[src/mvta_pkg.sv]
package mvta_pkg;

	localparam int VEC_LEN_DEF = 256;
	localparam int OP_W        = 2;
	localparam int IDX_W       = 8;
	localparam int ELEM_W      = 32;
	localparam int SUM_W       = 64;
	localparam int OQ_DEPTH    = 4;

	typedef enum logic [OP_W-1:0] {
		OP_LOAD = 2'd0,
		OP_MAT  = 2'd1,
		OP_READ = 2'd2
	} op_t;

	typedef struct packed {
		logic [OP_W-1:0]          operation;
		logic [IDX_W-1:0]         row_index;
		logic [IDX_W-1:0]         col_index;
		logic signed [ELEM_W-1:0] element_value;
		logic signed [SUM_W-1:0]  row_sum_init;
		logic signed [SUM_W-1:0]  col_sum_init;
	} item_t;

	typedef struct packed {
		logic signed [SUM_W-1:0] row_sum_out;
		logic signed [SUM_W-1:0] col_sum_out;
		logic                    saturated_seen;
	} result_t;

	typedef struct packed {
		logic s1_valid;
		logic s2_valid;
	} pipe_status_t;

endpackage

[src/mvta_out_queue.sv]
module mvta_out_queue (
	input  logic                   clk,
	input  logic                   arst_n,
	input  logic                   push,
	input  mvta_pkg::result_t      push_data,
	input  mvta_pkg::pipe_status_t status,
	output logic                   can_accept,
	output logic                   out_valid,
	input  logic                   out_ready,
	output mvta_pkg::result_t      out_data
);
	import mvta_pkg::*;

	localparam int PW = $clog2(OQ_DEPTH);
	localparam int CW = $clog2(OQ_DEPTH + 1);
	localparam int SW = CW + 1;

	result_t       mem_q [OQ_DEPTH];
	logic [PW-1:0] wptr_q, rptr_q;
	logic [CW-1:0] count_q;
	logic [SW-1:0] inflight;
	logic          pop;

	always_comb begin
		out_valid  = count_q != '0;
		pop        = out_valid && out_ready;
		out_data   = mem_q[rptr_q];
		// reserve a slot for every item still in the pipeline
		inflight   = SW'(count_q) + SW'(status.s1_valid) + SW'(status.s2_valid);
		can_accept = inflight < SW'(OQ_DEPTH);
	end

	always_ff @(posedge clk) begin
		if (push) begin
			mem_q[wptr_q] <= push_data;
		end
	end

	always_ff @(posedge clk or negedge arst_n) begin
		if (!arst_n) begin
			wptr_q  <= '0;
			rptr_q  <= '0;
			count_q <= '0;
		end else begin
			if (push) begin
				wptr_q <= (wptr_q == PW'(OQ_DEPTH - 1)) ? '0 : wptr_q + 1'b1;
			end
			if (pop) begin
				rptr_q <= (rptr_q == PW'(OQ_DEPTH - 1)) ? '0 : rptr_q + 1'b1;
			end
			count_q <= count_q + CW'(push) - CW'(pop);
		end
	end

	a_no_overflow: assert property (@(posedge clk) disable iff (!arst_n)
		push |-> (count_q != CW'(OQ_DEPTH)))
		else $error("result queue overflow");

	a_count_up: assert property (@(posedge clk) disable iff (!arst_n)
		(push && !pop) |=> count_q == $past(count_q) + 1'b1)
		else $error("result queue count mismatch");
endmodule

[config.mk]
export PLATFORM = sky130hd
export DESIGN_NAME = mvta_out_queue
export DESIGN_NICKNAME = d
export VERILOG_FILES = /design/src/mvta_pkg.sv /design/src/mvta_out_queue.sv
export SDC_FILE = /design/constraint.sdc
export NUM_CORES = 1
export LEC_CHECK = 0
export BUFFER_PORTS_ARGS = -buffer_cell sky130_fd_sc_hd__buf_2
export CAP_MARGIN = 10
export CELL_PAD_IN_SITES_DETAIL_PLACEMENT = 1
export CELL_PAD_IN_SITES_GLOBAL_PLACEMENT = 2
export CORE_MARGIN = 3
export CORE_UTILIZATION = 45
export CTS_CLUSTER_SIZE = 24
export DETAILED_ROUTE_END_ITERATION = 8
export PLACE_DENSITY_LB_ADDON = 0.25
export RECOVER_POWER = 25
export SLEW_MARGIN = 20
export SYNTH_ARGS = -nofsm -noshare
export SYNTH_HDL_FRONTEND = slang
export SYNTH_SLANG_ARGS = --single-unit
[constraint.sdc]
create_clock -name clk -period 8.4 [get_ports clk]
set_clock_uncertainty 0.15 [all_clocks]
set_input_delay 0.84 -clock clk [delete_from_list [all_inputs] [get_ports clk]]
set_output_delay 0.84 -clock clk [all_outputs]
set_load 0.05 [all_outputs]
# Word-level counts from Yosys, hierarchy flattened
# Memories as Yosys holds them, arrays and structs flattened.
# Index checks and enable logic that the tools add are counted.
# totals
regBits,7
mem_bits_rw,516
inputBits,135
out_inout_bits,131
elab_cells,19
mem_count,1
# classes
add_sub_neg,6
n_lt_le_gt_ge,1
n_eq_ne,2
n_mux,4
reduce_logical,2
# mem_list
name,words,width,rd,rd_ports_with_merged_regs,write_ports,line,source
mem_q,4,129,1,0,1,mvta_out_queue.sv:18,result_t mem_q [OQ_DEPTH];
# op_table
operator,n
"2-bit by 1-bit adder with 2-bit output, second input constant",2
3-bit by 1-bit adder with 4-bit output,1
4-bit by 1-bit adder with 4-bit output,1
"2-bit equality test, second input constant",2
"4-bit by 3-bit < comparator with 1-bit output, second input constant",1
2-bit two-way mux,2
3-bit by 1-bit adder with 3-bit output,1
3-bit nonzero test,1
3-bit by 1-bit subtractor with 3-bit output,1
1-bit two-way mux,2
1-bit logical AND,1

# Longest topological paths before layout
# depth
ltp_word,3
mapped_depth,9
depth_no_buf,9

# Worst setup path after synthesis
# No wires, ideal clock.
# synth_timing
path_type,in2reg
from,in push
to,"mem mem_q[0][0] in the netlist's numbering, enable pin"
setup_time_ns,0.503
arrival_ns,3.795
t_required_ns,7.747
setup_slack_ns,3.952
path_stages,1
path_buffers,0
cell_sequence,and2_1
# synth_via
elab_chain_len,2
# synth_rtl
element,line,source
from (decl),mvta_out_queue.sv:4,"input logic push,"
1-bit two-way mux,mvta_out_queue.sv:34,if (push) begin
1-bit two-way mux (implied by the code),mvta_out_queue.sv:35,mem_q[wptr_q] <= push_data;
to (decl),mvta_out_queue.sv:18,
# Every way passes these cells.

==> results.yml <==
outcome:
  status: "finished, final reports clean"
clock_network:
  h-tree-depth: 2
  cts_tree: "done"
  numCtsBuffers: 53
  clockBufferDepth: 3
  cts.sinks: 523
  insertion_delay_ns: 0.56
  clockRootBuffer: "clkbuf_16"
  clk_pin_slew_ns: 0.06
  post_cts_resized: 0
yosys:
  synth_edf_count: 516
  synthTopCellsByArea: "edfxtp_1 81%, mux4_2 15%, dfrtp_1 0.92%"
  synth_nets: 863
  ys_types: 20
  synthCells: 718
  synth_flop_cell: "edfxtp_1"
  synth_area_mm2: 0.0191
  avgSynthCellArea_um2: 26.6
  synth_seq_cells: 523
  ys_async_sr_fraction_pct: 1.34
  synth_commonest_cells: "516 x edfxtp_1, 129 x mux4_2, 11 x buf_2, 11 x buf_6, 9 x ha_1"
  yosys_warnings: 0
  synth_top_area_share_pct: 81.3
  yosysSeqAreaShare_pct: 82.2
  synth.largest_area_cell: "edfxtp_1"
  synth.most_common_cell: "edfxtp_1"
sta:
  drv_slew: 0
  fin_crit_sh_pct: 51.1
  slew_headroom_pct: 30.3
  fmax_mhz: 233
  worst_slew_pin_slew_ns: 1.05
  hold_slack_ns: 0.340
  final-setup-viol-count: 0
  grt_setup_unrepaired: "false"
  period_needed_ns: 4.29
  fin_setup_tns_ns: 0
  hold_viol: 0
final_layout:
  areaGrowthSynthToFinish_pct: 17.9
  nets: 1167
  stdcell_count: 1593
  layout-drive-gt1-share_pct: 37.3
  nFillCells: 3616
  final_core_util_pct: 54.3
die:
  rows: 74
  io_pins: 266
  initial_utilization_pct: 46.1
  die_height_um: 212
  design.core.area_mm2: 0.0414
  die_w_um: 212
  dieArea_mm2: 0.0449
routing:
  wl_met1_um: 15700
  final_antenna_net_count: 0
  vias: 8506
  drc: 0
  routed_wl_um: 38200
  wl_per_cell_um: 24.0
  met2_length_um: 19300
  firstDrtPassIters: 4
  drt-initial-drc-count: 554
  viasPerCell: 5.34
  highest_layer: "met5"
  routed-wl-met3_um: 2510
worst_setup_path:
  cp-start-kind: "register"
  crit_type: "register to output pin"
  rrSetupSlack_ns: 5.17
  end_kind: "output pin"
  required_ns: 7.41
  crit_fanout: 46
  critical_path_arrival_ns: 3.30
power_and_ir_drop:
  powerDensity_mw_per_mm2: 402
  max-vdd-ir-drop_v: 0.000238
  p_leak_nw: 7.46
global_route:
  grt_pass1_wl_um: 57200
  grt_overflow_total: 0
  antenna_found_initial: 4
  grt_start_max_net_pins: 67
  track_usage_pct: 17.1
  grt_pass1_vias: 9183
place:
  dp.cells: 1497
  gp_congestion: 0.716
  dp_hpwl_um: 23100
  io_buffers: 265
hold_path:
  hold_path.class: "input pin to register"
run:
  max_cap_viol_count: 0
[final cells by class]
type | instances | area (µm²) | share of cell area [%]
Sequential cell | 523 | 15700 | 69.7
Inverter | 7 | 26.3 | 0.117
Clock inverter | 15 | 115 | 0.512
Tap cell | 532 | 666 | 2.96
Multi-Input combinational cell | 159 | 3160 | 14.1
Clock buffer | 77 | 1480 | 6.58
Antenna cell | 2 | 5.00 | 0.0223
Timing Repair Buffer | 278 | 1350 | 5.99
[worst paths after layout]
kind,end,startpoint,cells past startpoint
max in group asynchronous,rptr_q[0],arst_n,2
worst max register to register,mem_q[2][13],wptr_q[0],5
min in group asynchronous,count_q[0],arst_n,2
worst min-delay path,mem_q[2][75],push_data[75],1
worst max-delay path,out_data[85],rptr_q[0],4
worst min register to register,wptr_q[1],wptr_q[1],2
[cell families after synthesis]
group | share of synthesized area, %
and+or+nand+nor | 0.321
buffers and inverters | 1.27
DFF | 82.2
xor gates and xnor gates | 0.0459
adders and majority gates | 0.696
AOI/OAI and AO/OA | 0.125
muxes | 15.4
[cells in the final DEF (no fill, tap or decap)]
master / instances
inv_6: 1
mux2_2: 2
bufinv_16: 2
clkbuf_16: 55
edfxtp_1: 516
or3_1: 1
and2_4: 4
a21oi_1: 1
dlygate4sd3_1: 1
clkinv_2: 1
buf_4: 11
dfrtp_1: 5
o32ai_1: 1
clkbuf_1: 100
inv_1: 7
buf_2: 185
xor2_1: 1
diode_2: 2
clkbuf_8: 2
fa_1: 1
nand2_1: 4
buf_16: 1
clkinv_1: 11
mux4_2: 129
dfrtp_4: 2
nor2_1: 4
ha_1: 9
o21ai_0: 2
[layer usage]
layer  vias up  global-route usage, %
li1       3717                      -
met1      4501                   23.1
met2       232                   27.8
met3        50                   4.55
met4         6                   5.10
met5         -                      0
[worst max-delay path: stages (launching register included)]
cell	delay, ns
dfrtp_4	0.73
buf_16	0.30
buf_4	0.78
mux4_2	0.64
buf_2	0.23
[metrics by stage]
step / setup slack [ns] / power [mW] / instance area, µm²
2_1_floorplan: 3.95 / 6.26 / 19100
3_3_place_gp: 4.36 / 6.96 / 20900
3_5_place_dp: 4.35 / 7.00 / 20900
4_1_cts: 3.70 / 9.20 / 22500
5_1_grt: 3.77 / 9.45 / 22500
6_report: 4.11 / 9.04 / 22500
[state kept, by name, summed over array words and instances, names as in the netlist]
signal,cells
count_q,3
mem_q,516
rptr_q,2
wptr_q,2
[timing repair]
action / in CTS / in global routing
hold buffers: 1 / 0
hold endpoints to repair: 7 / 0
buffers inserted: 0 / 0
[where the power goes]
part	internal, mW	switching, mW
logic	0.979	2.41
clock network	1.27	0.896
registers	3.35	0.140
total	5.60	3.44
Power figures use the tool's default switching activity.
